[src/sv/fsmc_pkg.sv]
`default_nettype none

package fsmc_pkg;

	// Field widths fixed by the command and result formats
	localparam int CMD_W    = 2;
	localparam int SAMPLE_W = 16;
	localparam int DUTY_W   = 10;
	localparam int MODE_W   = 2;
	localparam int TMO_W    = 16;
	localparam int CFG_IDX_W  = 3;
	localparam int CFG_DATA_W = 16;

	// Command codes
	localparam logic [CMD_W-1:0] CMD_SAMPLE = 2'd0;
	localparam logic [CMD_W-1:0] CMD_BUTTON = 2'd1;
	localparam logic [CMD_W-1:0] CMD_TICK   = 2'd2;

	// Mode codes
	localparam logic [MODE_W-1:0] MODE_AUTO = 2'd0;
	localparam logic [MODE_W-1:0] MODE_LOW  = 2'd1;
	localparam logic [MODE_W-1:0] MODE_MID  = 2'd2;
	localparam logic [MODE_W-1:0] MODE_HIGH = 2'd3;

	// Register indexes
	localparam logic [CFG_IDX_W-1:0] REG_FULL_DUTY    = 3'd0;
	localparam logic [CFG_IDX_W-1:0] REG_IDLE_TIMEOUT = 3'd1;
	localparam logic [CFG_IDX_W-1:0] REG_LEVEL_LOW    = 3'd2;
	localparam logic [CFG_IDX_W-1:0] REG_LEVEL_MID    = 3'd3;
	localparam logic [CFG_IDX_W-1:0] REG_LEVEL_HIGH   = 3'd4;

	// Register reset values
	localparam logic [DUTY_W-1:0] FULL_DUTY_RST  = 10'd879;
	localparam logic [TMO_W-1:0]  IDLE_TMO_RST   = 16'd25;
	localparam logic [DUTY_W-1:0] LEVEL_LOW_RST  = 10'd263;
	localparam logic [DUTY_W-1:0] LEVEL_MID_RST  = 10'd527;
	localparam logic [DUTY_W-1:0] LEVEL_HIGH_RST = 10'd791;

	// Curve: n = 990*r - 162*2^SB, d = floor(floor(n*fd / 2^SB) / 100).
	// The scaled value is below 828*1024 < 2^20 for every sample width, so a
	// reciprocal of 2^28/100 rounded up gives the exact quotient.
	localparam int RAW_GAIN_W  = 10;
	localparam logic [RAW_GAIN_W-1:0] RAW_GAIN = 10'd990;
	localparam int OFFSET_MUL  = 162;
	localparam int SCALED_W    = 20;
	localparam int RECIP_W     = 22;
	localparam logic [RECIP_W-1:0] RECIP_MUL = 22'd2684355;
	localparam int RECIP_SHIFT = 28;
	localparam int QUOT_W      = 14;

	// Control from the sequencer to the curve unit
	typedef struct packed {
		logic start;
		logic ack;
	} curve_ctl_t;

	typedef enum logic [1:0] {
		ST_IDLE,
		ST_CURVE,
		ST_RESULT
	} ctrl_state_t;

	typedef enum logic [1:0] {
		STEP_IDLE,
		STEP_SCALE,
		STEP_RECIP,
		STEP_DONE
	} curve_step_t;

endpackage

`default_nettype wire

[src/sv/fsmc_if.sv]
`default_nettype none

// Command channel
interface fsmc_cmd_if;
	logic                          valid;
	logic                          ready;
	logic [fsmc_pkg::CMD_W-1:0]    command;
	logic [fsmc_pkg::SAMPLE_W-1:0] sample;
	logic                          motion;

	modport source (output valid, output command, output sample, output motion, input ready);
	modport sink   (input valid, input command, input sample, input motion, output ready);
endinterface

// Result channel
interface fsmc_res_if;
	logic                          valid;
	logic                          ready;
	logic [fsmc_pkg::DUTY_W-1:0]   duty;
	logic                          duty_changed;
	logic                          led_on;
	logic                          idle_off;
	logic [fsmc_pkg::MODE_W-1:0]   mode_now;

	modport source (output valid, output duty, output duty_changed, output led_on,
		output idle_off, output mode_now, input ready);
	modport sink   (input valid, input duty, input duty_changed, input led_on,
		input idle_off, input mode_now, output ready);
endinterface

`default_nettype wire

[src/sv/fsmc_curve.sv]
`default_nettype none

module fsmc_curve #(
	parameter int SAMPLE_BITS = 16
) (
	input  wire logic                        clk,
	input  wire logic                        arst_n,
	input  wire fsmc_pkg::curve_ctl_t        ctl,
	input  wire logic [SAMPLE_BITS-1:0]      raw,
	input  wire logic [fsmc_pkg::DUTY_W-1:0] full_duty,
	output logic                             done,
	output logic [fsmc_pkg::DUTY_W-1:0]      duty
);
	import fsmc_pkg::*;

	localparam int N_W  = SAMPLE_BITS + 10;
	localparam int WA   = (N_W > SCALED_W) ? N_W : SCALED_W;
	localparam int WB   = RECIP_W;
	localparam int PW   = WA + WB;
	localparam logic [WA-1:0] OFFSET = WA'(OFFSET_MUL) << SAMPLE_BITS;

	curve_step_t step_q, step_d;
	logic [PW-1:0] prod_q;
	logic          neg_q;
	logic [WA-1:0] op_a;
	logic [WB-1:0] op_b;
	logic          mul_en;
	logic [WA-1:0] n_val;
	logic [QUOT_W-1:0] quot;
	logic [QUOT_W-1:0] fd_ext;

	// Step register
	always_ff @(posedge clk or negedge arst_n) begin
		if (!arst_n) begin
			step_q <= STEP_IDLE;
		end else begin
			step_q <= step_d;
		end
	end

	// Sequencer and operand select for the shared multiplier
	always_comb begin
		step_d = step_q;
		op_a   = WA'(raw);
		op_b   = WB'(RAW_GAIN);
		mul_en = 1'b0;
		unique case (step_q)
			STEP_IDLE: begin
				if (ctl.start) begin
					mul_en = 1'b1;
					step_d = STEP_SCALE;
				end
			end
			STEP_SCALE: begin
				op_a   = n_val;
				op_b   = WB'(full_duty);
				mul_en = 1'b1;
				step_d = STEP_RECIP;
			end
			STEP_RECIP: begin
				op_a   = WA'(prod_q[SAMPLE_BITS +: SCALED_W]);
				op_b   = RECIP_MUL;
				mul_en = 1'b1;
				step_d = STEP_DONE;
			end
			STEP_DONE: begin
				if (ctl.ack) begin
					step_d = STEP_IDLE;
				end
			end
			default: step_d = STEP_IDLE;
		endcase
	end

	// Offset removal; the product is below 2^WA at this step
	assign n_val = prod_q[WA-1:0] - OFFSET;

	// Shared multiplier with product register
	always_ff @(posedge clk) begin
		if (mul_en) begin
			prod_q <= PW'(op_a) * PW'(op_b);
		end
		if (step_q == STEP_SCALE) begin
			neg_q <= (prod_q[WA-1:0] < OFFSET);
		end
	end

	// Quotient, clamp to full scale, zero for a negative curve value
	assign quot   = prod_q[RECIP_SHIFT +: QUOT_W];
	assign fd_ext = QUOT_W'(full_duty);
	assign done   = (step_q == STEP_DONE);

	always_comb begin
		if (neg_q) begin
			duty = '0;
		end else if (quot > fd_ext) begin
			duty = full_duty;
		end else begin
			duty = quot[DUTY_W-1:0];
		end
	end

	// A start only lands on an idle unit
	a_start_idle: assert property (@(posedge clk) disable iff (!arst_n)
		ctl.start |-> step_q == STEP_IDLE)
		else $error("curve start while busy");

	// The result never exceeds full scale
	a_duty_bound: assert property (@(posedge clk) disable iff (!arst_n)
		done |-> duty <= full_duty)
		else $error("curve duty above full scale");

	// An acknowledge only follows a finished result
	a_ack_done: assert property (@(posedge clk) disable iff (!arst_n)
		ctl.ack |-> done)
		else $error("curve acknowledged before done");

endmodule

`default_nettype wire

[src/sv/fan_speed_mode_controller.sv]
`default_nettype none

// Fan speed mode controller. Each command transaction (temperature sample,
// button press or timer tick) yields exactly one result transaction with the
// duty, the change flag, LED, auto-off flag and mode after the command. A
// sample in auto mode with auto-off clear runs three passes through one shared
// multiplier (gain, full-scale product, reciprocal of 100): the first starts at
// the acceptance edge, and the result register loads once the third pass is done
// and the output slot is free; the command side is ready again as it loads. Every
// other command loads the result from the ST_RESULT state once the slot is free.
// The command side is not ready while a command is in work; a result waiting at
// the output delays only the finish of the next command. The user must write registers
// through cfg_we/cfg_index/cfg_data only while idle; the block does not enforce it.
module fan_speed_mode_controller #(
	parameter int SAMPLE_BITS = 16,
	parameter int COUNT_BITS  = 16
) (
	input  wire logic                            clk,
	input  wire logic                            arst_n,
	input  wire logic                            cfg_we,
	input  wire logic [fsmc_pkg::CFG_IDX_W-1:0]  cfg_index,
	input  wire logic [fsmc_pkg::CFG_DATA_W-1:0] cfg_data,
	fsmc_cmd_if.sink                             cmd,
	fsmc_res_if.source                           res
);
	import fsmc_pkg::*;

	localparam int CMP_W = (COUNT_BITS > TMO_W) ? COUNT_BITS : TMO_W;

	// Configuration registers
	logic [DUTY_W-1:0] full_duty_q;
	logic [TMO_W-1:0]  idle_timeout_q;
	logic [DUTY_W-1:0] level_low_q;
	logic [DUTY_W-1:0] level_mid_q;
	logic [DUTY_W-1:0] level_high_q;

	// Block state
	logic [MODE_W-1:0]     mode_q;
	logic [COUNT_BITS-1:0] count_q;
	logic                  idle_off_q;
	logic                  led_q;
	logic [DUTY_W-1:0]     duty_q;
	logic [CMD_W-1:0]      cmd_q;

	ctrl_state_t state_q, state_d;

	// Result register
	logic              res_valid_q;
	logic [DUTY_W-1:0] res_duty_q;
	logic              res_changed_q;
	logic              res_led_q;
	logic              res_idle_off_q;
	logic [MODE_W-1:0] res_mode_q;

	logic                  cmd_fire;
	logic                  curve_path;
	logic                  slot_free;
	logic                  out_load;
	logic [DUTY_W-1:0]     duty_next;
	logic [COUNT_BITS-1:0] count_inc;
	logic                  count_hit;
	curve_ctl_t            curve_ctl;
	logic                  curve_done;
	logic [DUTY_W-1:0]     curve_duty;

	assign cmd.ready  = (state_q == ST_IDLE);
	assign cmd_fire   = cmd.valid && cmd.ready;
	assign curve_path = (cmd.command == CMD_SAMPLE) && (mode_q == MODE_AUTO) && !idle_off_q;
	assign slot_free  = !res_valid_q || res.ready;

	// Configuration writes
	always_ff @(posedge clk or negedge arst_n) begin
		if (!arst_n) begin
			full_duty_q    <= FULL_DUTY_RST;
			idle_timeout_q <= IDLE_TMO_RST;
			level_low_q    <= LEVEL_LOW_RST;
			level_mid_q    <= LEVEL_MID_RST;
			level_high_q   <= LEVEL_HIGH_RST;
		end else if (cfg_we) begin
			unique case (cfg_index)
				REG_FULL_DUTY:    full_duty_q    <= cfg_data[DUTY_W-1:0];
				REG_IDLE_TIMEOUT: idle_timeout_q <= cfg_data[TMO_W-1:0];
				REG_LEVEL_LOW:    level_low_q    <= cfg_data[DUTY_W-1:0];
				REG_LEVEL_MID:    level_mid_q    <= cfg_data[DUTY_W-1:0];
				REG_LEVEL_HIGH:   level_high_q   <= cfg_data[DUTY_W-1:0];
				default: ;
			endcase
		end
	end

	// Watchdog count with saturation
	assign count_inc = (count_q != '1) ? count_q + 1'b1 : count_q;
	assign count_hit = CMP_W'(count_inc) >= CMP_W'(idle_timeout_q);

	// Mode, LED and watchdog update at acceptance
	always_ff @(posedge clk or negedge arst_n) begin
		if (!arst_n) begin
			mode_q     <= MODE_AUTO;
			led_q      <= 1'b0;
			count_q    <= '0;
			idle_off_q <= 1'b0;
			cmd_q      <= CMD_SAMPLE;
		end else if (cmd_fire) begin
			cmd_q <= cmd.command;
			case (cmd.command)
				CMD_BUTTON: begin
					if (mode_q == MODE_AUTO) begin
						led_q <= 1'b1;
					end else if (mode_q == MODE_HIGH) begin
						led_q <= 1'b0;
					end
					mode_q <= mode_q + 1'b1;
				end
				CMD_TICK: begin
					if (cmd.motion) begin
						count_q    <= '0;
						idle_off_q <= 1'b0;
					end else begin
						count_q <= count_inc;
						if (count_hit) begin
							idle_off_q <= 1'b1;
						end
					end
				end
				default: ;
			endcase
		end
	end

	// Sequencer state
	always_ff @(posedge clk or negedge arst_n) begin
		if (!arst_n) begin
			state_q <= ST_IDLE;
		end else begin
			state_q <= state_d;
		end
	end

	always_comb begin
		state_d         = state_q;
		out_load        = 1'b0;
		curve_ctl.start = 1'b0;
		curve_ctl.ack   = 1'b0;
		unique case (state_q)
			ST_IDLE: begin
				if (cmd_fire) begin
					curve_ctl.start = curve_path;
					state_d = curve_path ? ST_CURVE : ST_RESULT;
				end
			end
			ST_CURVE: begin
				if (curve_done && slot_free) begin
					out_load      = 1'b1;
					curve_ctl.ack = 1'b1;
					state_d       = ST_IDLE;
				end
			end
			ST_RESULT: begin
				if (slot_free) begin
					out_load = 1'b1;
					state_d  = ST_IDLE;
				end
			end
			default: state_d = ST_IDLE;
		endcase
	end

	// Next duty for a sample; other commands keep it
	always_comb begin
		duty_next = duty_q;
		if (cmd_q == CMD_SAMPLE) begin
			unique case (mode_q)
				MODE_AUTO: duty_next = (state_q == ST_CURVE) ? curve_duty : '0;
				MODE_LOW:  duty_next = level_low_q;
				MODE_MID:  duty_next = level_mid_q;
				MODE_HIGH: duty_next = level_high_q;
				default:   duty_next = duty_q;
			endcase
		end
	end

	always_ff @(posedge clk or negedge arst_n) begin
		if (!arst_n) begin
			duty_q <= '0;
		end else if (out_load) begin
			duty_q <= duty_next;
		end
	end

	// Output register
	always_ff @(posedge clk or negedge arst_n) begin
		if (!arst_n) begin
			res_valid_q <= 1'b0;
		end else if (out_load) begin
			res_valid_q <= 1'b1;
		end else if (res.ready) begin
			res_valid_q <= 1'b0;
		end
	end

	always_ff @(posedge clk) begin
		if (out_load) begin
			res_duty_q     <= duty_next;
			res_changed_q  <= (duty_next != duty_q);
			res_led_q      <= led_q;
			res_idle_off_q <= idle_off_q;
			res_mode_q     <= mode_q;
		end
	end

	assign res.valid        = res_valid_q;
	assign res.duty         = res_duty_q;
	assign res.duty_changed = res_changed_q;
	assign res.led_on       = res_led_q;
	assign res.idle_off     = res_idle_off_q;
	assign res.mode_now     = res_mode_q;

	// Auto curve unit
	fsmc_curve #(
		.SAMPLE_BITS (SAMPLE_BITS)
	) u_curve (
		.clk       (clk),
		.arst_n    (arst_n),
		.ctl       (curve_ctl),
		.raw       (cmd.sample[SAMPLE_BITS-1:0]),
		.full_duty (full_duty_q),
		.done      (curve_done),
		.duty      (curve_duty)
	);

	// Mode moves only on an accepted button press
	a_mode_button: assert property (@(posedge clk) disable iff (!arst_n)
		(mode_q != $past(mode_q)) |-> $past(cmd_fire && cmd.command == CMD_BUTTON))
		else $error("mode changed without a button press");

	// Auto-off engages only on a tick without motion
	a_idle_off_tick: assert property (@(posedge clk) disable iff (!arst_n)
		$rose(idle_off_q) |-> $past(cmd_fire && cmd.command == CMD_TICK && !cmd.motion))
		else $error("auto-off set outside a quiet tick");

	// A result is loaded only for a command in work, never over a waiting one
	a_load_busy: assert property (@(posedge clk) disable iff (!arst_n)
		out_load |-> (state_q != ST_IDLE) && slot_free)
		else $error("result load outside a busy state");

endmodule

`default_nettype wire
[src/flat_wrapper.sv]
// flat-port wrapper written by rule: the top's interface ports become plain ports
module fan_speed_mode_controller_flat import fsmc_pkg::*;
#(
	parameter int SAMPLE_BITS = 16,
	parameter int COUNT_BITS  = 16
)
  (clk, arst_n, cfg_we, cfg_index, cfg_data, cmd_valid, cmd_command, cmd_sample, cmd_motion, cmd_ready, res_valid, res_duty, res_duty_changed, res_led_on, res_idle_off, res_mode_now, res_ready);
  fsmc_cmd_if cmd_i ();
  fsmc_res_if res_i ();
  input  wire logic clk;
  input  wire logic arst_n;
  input  wire logic cfg_we;
  input  wire logic [fsmc_pkg::CFG_IDX_W-1:0] cfg_index;
  input  wire logic [fsmc_pkg::CFG_DATA_W-1:0] cfg_data;
  input wire logic [$bits(cmd_i.valid)-1:0] cmd_valid;
  input wire logic [$bits(cmd_i.command)-1:0] cmd_command;
  input wire logic [$bits(cmd_i.sample)-1:0] cmd_sample;
  input wire logic [$bits(cmd_i.motion)-1:0] cmd_motion;
  output wire logic [$bits(cmd_i.ready)-1:0] cmd_ready;
  output wire logic [$bits(res_i.valid)-1:0] res_valid;
  output wire logic [$bits(res_i.duty)-1:0] res_duty;
  output wire logic [$bits(res_i.duty_changed)-1:0] res_duty_changed;
  output wire logic [$bits(res_i.led_on)-1:0] res_led_on;
  output wire logic [$bits(res_i.idle_off)-1:0] res_idle_off;
  output wire logic [$bits(res_i.mode_now)-1:0] res_mode_now;
  input wire logic [$bits(res_i.ready)-1:0] res_ready;
  assign cmd_i.valid = cmd_valid;
  assign cmd_i.command = cmd_command;
  assign cmd_i.sample = cmd_sample;
  assign cmd_i.motion = cmd_motion;
  assign cmd_ready = cmd_i.ready;
  assign res_valid = res_i.valid;
  assign res_duty = res_i.duty;
  assign res_duty_changed = res_i.duty_changed;
  assign res_led_on = res_i.led_on;
  assign res_idle_off = res_i.idle_off;
  assign res_mode_now = res_i.mode_now;
  assign res_i.ready = res_ready;
  fan_speed_mode_controller #(.SAMPLE_BITS(SAMPLE_BITS), .COUNT_BITS(COUNT_BITS)) u_core (.clk(clk), .arst_n(arst_n), .cfg_we(cfg_we), .cfg_index(cfg_index), .cfg_data(cfg_data), .cmd(cmd_i), .res(res_i));
endmodule
[config.mk]
export PLATFORM = sky130hd
export DESIGN_NAME = fan_speed_mode_controller_flat
export DESIGN_NICKNAME = d
export VERILOG_FILES = /design/src/sv/fsmc_pkg.sv /design/src/sv/fsmc_if.sv /design/src/sv/fsmc_curve.sv /design/src/sv/fan_speed_mode_controller.sv /design/src/flat_wrapper.sv
export SDC_FILE = /design/constraint.sdc
export NUM_CORES = 1
export LEC_CHECK = 0
export BUFFER_PORTS_ARGS = -buffer_cell sky130_fd_sc_hd__buf_4
export CORE_AREA = 2 2 251 228
export DETAILED_ROUTE_END_ITERATION = 12
export DIE_AREA = 0 0 253 230
export PLACE_DENSITY = 0.55
export SYNTH_ARGS = -nofsm -noshare
export SYNTH_HDL_FRONTEND = slang
export SYNTH_SLANG_ARGS = --single-unit
[constraint.sdc]
create_clock -name clk -period 12 [get_ports clk]
set_input_delay 1.8 -clock clk [delete_from_list [all_inputs] [get_ports clk]]
set_output_delay 1.8 -clock clk [all_outputs]
set_load 0.005 [all_outputs]
Word level (Yosys, flattened, before mapping)
Index checks and enable logic that the tools add are counted.
{"block": "word_totals", "reg_bits": 151, "inputBits": 43, "output_inout_bits": 17, "word_cells": 108}
{"block": "classes", "n_addsub": 3, "mul": 1, "magnitude_cmp": 3, "n_eq_ne": 21, "n_mux": 31, "reduce_logical": 28}
{"operator": "26-bit case mux with 2 select lines", "n": 1}
{"operator": "22-bit case mux with 2 select lines", "n": 1}
{"operator": "26-bit by 22-bit multiplier with 42-bit output", "n": 1}
{"operator": "10-bit two-way mux", "n": 4}
{"operator": "10-bit case mux with 4 select lines", "n": 1}
{"operator": "16-bit two-way mux", "n": 2}
{"operator": "26-bit by 24-bit less-than comparator with 1-bit output (second input constant)", "n": 1}
{"operator": "26-bit by 24-bit subtractor with 26-bit output (second input constant)", "n": 1}
{"operator": "16-bit by 1-bit adder with 16-bit output (second input constant)", "n": 1}
{"operator": "16-bit greater-or-equal comparator", "n": 1}
{"operator": "16-bit inequality test (second input constant)", "n": 1}
{"operator": "2-bit AND reduction", "n": 8}
{"operator": "14-bit by 10-bit > comparator with 1-bit output", "n": 1}
{"operator": "2-bit equality test (second input constant)", "n": 6}
{"operator": "1-bit two-way mux", "n": 12}
{"operator": "2-bit two-way mux", "n": 6}
{"operator": "2-bit zero test", "n": 5}
{"operator": "10-bit inequality test", "n": 1}
{"operator": "3-bit AND reduction", "n": 3}
{"operator": "2-bit by 1-bit equality test with 1-bit output (second input constant)", "n": 4}
{"operator": "2-bit by 1-bit inequality test with 1-bit output (second input constant)", "n": 4}
{"operator": "2-bit case mux with 4 select lines", "n": 1}
{"operator": "3-bit by 2-bit equality test with 1-bit output (second input constant)", "n": 2}
{"operator": "2-bit case mux with 3 select lines", "n": 1}
{"operator": "other kinds (11)", "n": 18}

Longest topological paths before layout
{"block": "logic_depth", "depth_word": 7, "depth_mapped": 32, "ltp_nobuf": 31}

Cells and area by module
A second synthesis with hierarchy kept.
{"block": "unflattened", "cells_unflattened": 2417, "area_unflattened_um2": 22564.1}
{"module": "fsmc_curve", "n_inst": 1, "cells_each": 1926, "area_each_um2": 17092.6, "seq_area_each_um2": 1341.3}
{"module": "fan_speed_mode_controller", "n_inst": 1, "cells_each": 491, "area_each_um2": 5471.5, "seq_area_each_um2": 2760.1}

Worst setup path before layout
Ideal clock, no wire load.
{"block": "synth_path", "path_type": "input-to-reg", "startpoint": "in cmd_sample[9]", "endpoint": "reg u_core.u_curve.prod_q[41] (data pin)", "setup_time_ps": 266, "t_arrival_ps": 8255, "required_time_ps": 11734, "setup_slack_ps": 3479, "path_stages": 23, "path_buffers": 1, "path_cell_list": "o21ai_1 clkbuf_1 nor2_1 fa_1 fa_1 inv_1 fa_1 inv_1 fa_1 fa_1 fa_1 inv_1 fa_1 inv_1 ha_1 nand4_1 or4_1 o22a_1 a211oi_1 and3_1 o31a_1 mux2i_1 nand4_1"}
{"block": "synth_via", "elab_chain_cells": 2}
{"element": "start: declaration", "line_no": "flat_wrapper.sv:17", "text": "input wire logic [$bits(cmd_i.sample)-1:0] cmd_sample;"}
{"element": "26-bit case mux with 2 select lines", "line_no": "fsmc_curve.sv:47", "text": "unique case (step_q)"}
{"element": "26-bit by 22-bit multiplier with 42-bit output", "line_no": "fsmc_curve.sv:81", "text": "prod_q <= PW'(op_a) * PW'(op_b);"}
{"element": "end signal: assignment", "line_no": "fsmc_curve.sv:81"}
{"element": "end: declaration", "line_no": "fsmc_curve.sv:23", "text": "logic [PW-1:0] prod_q;"}
Every way passes these cells.
A chain may end at the register's enable or synchronous reset.

Worst setup path in the final report
{"block": "layout_path", "startpoint": "reg u_core.u_curve.step_q[1]", "endpoint": "reg u_core.u_curve.prod_q[41] (data pin)"}
{"block": "layout_via", "elab_chain_cells": 3, "elab_cells_between_ends": 5, "classes_between": "mul: 1; eq/ne: 2; mux: 2"}
{"element": "start: declaration", "line_no": "fsmc_curve.sv:22", "text": "curve_step_t step_q, step_d;"}
{"element": "start signal: assignment", "line_no": "fsmc_curve.sv:37", "text": "step_q <= step_d;"}
{"element": "2-bit equality test or 2-bit by 1-bit equality test with 1-bit output (tied branches)", "line_no": "fsmc_curve.sv:47"}
{"element": "26-bit case mux with 2 select lines or 22-bit case mux with 2 select lines (tied branches)", "line_no": "fsmc_curve.sv:47"}
{"element": "26-bit by 22-bit multiplier with 42-bit output *", "line_no": "fsmc_curve.sv:81"}
Every way passes the cells marked *; elsewhere a longest branch is shown, timed or not.

==> results_tabular.tex <==
\begin{tabular}{lr}
\hline
Metric & Value \\
\hline
\multicolumn{2}{l}{\textbf{Outcome}} \\
\quad Result of the run & finished clean \\
\multicolumn{2}{l}{\textbf{Layout}} \\
\quad Most common cell after layout, fill and taps aside & inv\_1 \\
\quad Signed area change from the synthesized netlist to the final layout & 8.395\% \\
\quad Count of antenna diodes in the layout & 0 \\
\quad Number of nets in the layout & 2966 \\
\quad Most frequent cells in the layout & inv\_1 (475), fa\_1 (341), nor2\_1 (236) \\
\quad Ratio of cells with drive above 1 in the final layout & 0.09280 \\
\quad Number of filler cells placed in the layout & $\sim$5.4k \\
\multicolumn{2}{l}{\textbf{Global routing}} \\
\quad Total global routing track utilization & 0.2303 \\
\quad Layer with the highest usage & met1 \\
\quad Global-route wire length before repair & $\sim$100 mm \\
\quad Vias in the first global route & around 17k \\
\quad Met1 demand-to-capacity share in global routing & 0.3401 \\
\quad Overflow left after global routing & 0 \\
\quad Met3 Resource Use GR & 0.06147 \\
\quad Initial antenna violation count & 0 \\
\quad Met2 Use GR & 0.3349 \\
\quad Largest net degree at the start of global routing & 61 \\
\multicolumn{2}{l}{\textbf{Floorplan}} \\
\quad Initial Utilization & 0.3973 \\
\quad Number of standard-cell rows in the floorplan & between 80 and 90 \\
\quad Die width & about 250 um \\
\quad Placeable core region & $\sim$55000 um2 \\
\quad Number of placed I/O pins & 60 \\
\quad Vertical extent of the die & between 200 and 250 um \\
\quad Die footprint & about 58000 um2 \\
\multicolumn{2}{l}{\textbf{Logic synthesis}} \\
\quad Net count after synthesis & about 2.9k \\
\quad FFs w/ async S/R, synth & 0.6159 \\
\quad Post-synthesis area per instance & 9.476 um2 \\
\quad Synth cell types & 81 \\
\quad Share of the yosys chip area belonging to registers & 0.1863 \\
\quad Number of enable-type register cells in the synthesized netlist & between 50 and 60 \\
\quad Warning count from the yosys run & 0 \\
\quad FF+latch count, synth & between 150 and 200 \\
\quad Mapped Area & 22010 um2 \\
\quad Ys flop type & dfrtp\_1 \\
\quad Gate count of the mapped netlist & roughly 2.3k \\
\multicolumn{2}{l}{\textbf{Drt}} \\
\quad Average routed wire per standard cell & 20.92 um \\
\quad Residual antenna-violating net count after detailed routing & 0 \\
\quad Total Wirelength & $\sim$64 mm \\
\quad DR iter-0 viols & between 1.5k and 2k \\
\quad Via count of the routed design & between 15k and 20k \\
\quad Detailed-route DRC error count & 0 \\
\quad Pre-Repair DR Iteration Count & 6 \\
\quad Via-per-instance ratio & $\sim$5.3 \\
\multicolumn{2}{l}{\textbf{CTS}} \\
\quad TritonCTS Buffers & 17 \\
\quad Post-cts resize count & 0 \\
\quad Max H-tree Level & 4 \\
\quad Number of buffers inserted by post-CTS setup repair & 0 \\
\quad Sinks on the clock net & approximately 150 \\
\quad Clock latency reported for the late side of the worst-skew pair & 460 ps \\
\quad Hold buffers post-CTS & 0 \\
\quad Clock root buffer & clkbuf\_16 \\
\quad CTS tree & built \\
\quad Maximum count of clock buffers along a single path & 2 \\
\quad Clk slew on worst S/H paths & approximately 70 ps \\
\multicolumn{2}{l}{\textbf{Place}} \\
\quad GPL Wtd Cong & around 0.95 \\
\quad HPWL after DPL & around 53 mm \\
\quad Count of input and output buffers & slightly below 60 \\
\multicolumn{2}{l}{\textbf{STA}} \\
\quad Final Hold Viols & 0 \\
\quad Finish-stage setup viols & 0 \\
\quad Transition time of the tightest slew-check pin & around 1100 ps \\
\quad Summed negative setup slack over all endpoints & 0 ps \\
\quad Slew Limit Fails & 0 \\
\quad Worst setup skew after layout & about 13 ps \\
\quad Headroom to the max-slew limit & 0.2793 \\
\quad Final critical-path share of the clock period & 0.8021 \\
\quad RSZ-0062 raised after global routing & false \\
\quad Maximum clock rate & approximately 100 MHz \\
\quad Post-layout minimum cycle time & 9625 ps \\
\multicolumn{2}{l}{\textbf{Hold path}} \\
\quad Worst min path class & flop to flop \\
\quad Launch point of the worst hold path & u\_core.led\_q \\
\multicolumn{2}{l}{\textbf{Setup path}} \\
\quad Reg2reg start & u\_core.u\_curve.step\_q[1] \\
\quad Launch point of the critical path & u\_core.u\_curve.step\_q[1] \\
\quad CP Capture Type & flop \\
\quad Startpoint type of the worst setup path & flop \\
\quad Worst EP arrival & a little under 10000 ps \\
\quad Critical-path maximum fanout & 38 \\
\quad Worst endpoint required time & between 10000 and 15000 ps \\
\quad Crit Path Class & flop to flop \\
\multicolumn{2}{l}{\textbf{Flow run}} \\
\quad Count of max-cap constraint violations & 0 \\
\hline
\end{tabular}
critical path, stage by stage, from the launching register on:
cell and delay [ps]:
dfrtp_1 420, inv_1 120, ha_1 150, buf_4 390, and2_0 700, nand2_1 590, buf_4 390, nor2_1 170
fa_1 460, fa_1 510, inv_1 50, fa_1 480, inv_1 50, fa_1 480, fa_1 500, fa_1 550
inv_1 70, fa_1 490, inv_1 50, ha_1 390, nand4_1 210, or4_1 540, o22a_1 240, a211oi_1 510
and3_1 300, o31a_1 200, mux2i_1 200, nand4_1 110
cell type report:
class | count | area [um2] | share of cell area
Inverter | 475 | 1783 | 0.07472
Tap cell | 714 | 893.4 | 0.03744
Sequential cell | 151 | 4101 | 0.1719
Clock buffer | 19 | 475.5 | 0.01993
Clock inverter | 13 | 122.6 | 0.005139
Timing Repair Buffer | 82 | 615.6 | 0.02580
Multi-Input combinational cell | 1620 | 15870 | 0.6651
per-stage QoR:
step | setup WS, ps | cell area (um2) | hold WS (ps) | cells | util
floorplan | 3479 | 22010 | 421.0 | 2323 | -
detailed placement | 2592 | 23260 | 434.3 | 3042 | 0.4199
global route | 1904 | 23860 | 475.0 | 3074 | 0.4307
global placement | 2698 | 23260 | 426.1 | 3042 | 0.4199
finish | 2375 | 23860 | 448.7 | 3074 | 0.4307
CTS | 2560 | 23860 | 450.2 | 3074 | 0.4307
cell usage after synthesis (4+ instances only):
| cell type | count | area share |
|---|---|---|
| a211oi_1 | 14 | 0.0048 |
| a21o_1 | 36 | 0.012 |
| a21oi_1 | 71 | 0.016 |
| a222oi_1 | 10 | 0.0045 |
| a22o_1 | 8 | 0.0032 |
| a22oi_1 | 20 | 0.0068 |
| a311oi_1 | 5 | 0.0020 |
| a31oi_1 | 8 | 0.0023 |
| and2_1 | 24 | 0.0068 |
| and3_1 | 16 | 0.0045 |
| buf_1 | 5 | 0.00085 |
| clkbuf_1 | 69 | 0.012 |
| dfrtp_1 | 67 | 0.076 |
| dfstp_2 | 26 | 0.031 |
| edfxtp_1 | 58 | 0.079 |
| fa_1 | 341 | 0.31 |
| ha_1 | 235 | 0.13 |
| inv_1 | 475 | 0.081 |
| mux2_2 | 46 | 0.024 |
| mux2i_1 | 11 | 0.0050 |
| nand2_1 | 199 | 0.034 |
| nand2b_1 | 29 | 0.0082 |
| nand3_1 | 17 | 0.0039 |
| nand4_1 | 8 | 0.0023 |
| nand4b_1 | 5 | 0.0020 |
| nor2_1 | 237 | 0.040 |
| nor2b_1 | 15 | 0.0043 |
| nor3_1 | 20 | 0.0045 |
| nor4_1 | 4 | 0.0011 |
| o211ai_1 | 5 | 0.0017 |
| o21a_1 | 9 | 0.0031 |
| o21ai_0 | 71 | 0.016 |
| o21bai_1 | 8 | 0.0027 |
| o22a_1 | 4 | 0.0016 |
| o22ai_1 | 4 | 0.0011 |
| or2_2 | 9 | 0.0026 |
| or3_1 | 5 | 0.0014 |
| xnor2_1 | 44 | 0.018 |
| xor2_1 | 20 | 0.0080 |
sequential cells by signal, summed over array words and instances (netlist names), 2 cells and up:
name and count:
u_core.count_q 16, u_core.u_curve.step_q 2, u_core.res.duty 10, u_core.duty_q 10
u_core.state_q 2, u_core.mode_q 2, u_core.level_mid_q 10, u_core.level_low_q 10
u_core.res.mode_now 2, u_core.level_high_q 10, u_core.cmd_q 2, u_core.full_duty_q 10
u_core.u_curve.prod_q 42, u_core.idle_timeout_q 16
final timing paths:
kind                                              to  slack [ps]  cells past startpoint
setup / recovery           u_core.u_curve.prod_q[41]        2370                     27
hold / removal                     u_core.res.led_on         450                      0
setup reg to reg           u_core.u_curve.prod_q[41]        2370                     27
hold reg to reg                    u_core.res.led_on         450                      0
max in group asynchronous   u_core.u_curve.step_q[1]        9560                      2
min in group asynchronous  u_core.idle_timeout_q[15]        1280                      1
kinds of logic (layout without fill, tap and decap cells):
| family | after synthesis | in the layout | synth area share |
|---|---|---|---|
| simple gates | 606 | 606 | 0.1245 |
| buf+inv | 552 | 589 | 0.09453 |
| xor+xnor | 64 | 64 | 0.02546 |
| flops | 151 | 151 | 0.1863 |
| mux | 57 | 57 | 0.02853 |
| compound gates | 317 | 317 | 0.09697 |
| fa+ha+maj | 576 | 576 | 0.4437 |
per-layer routing:
layer  wire length (um)  up-vias
li1                   -     7459
met1              29940     8308
met2              27700      514
met3               5424       63
met4               1230        0
met5                  0        -
Power is left out: the tool's default activity adds up to more than one toggle a clock period on the data nets, which glitch-free logic cannot reach.
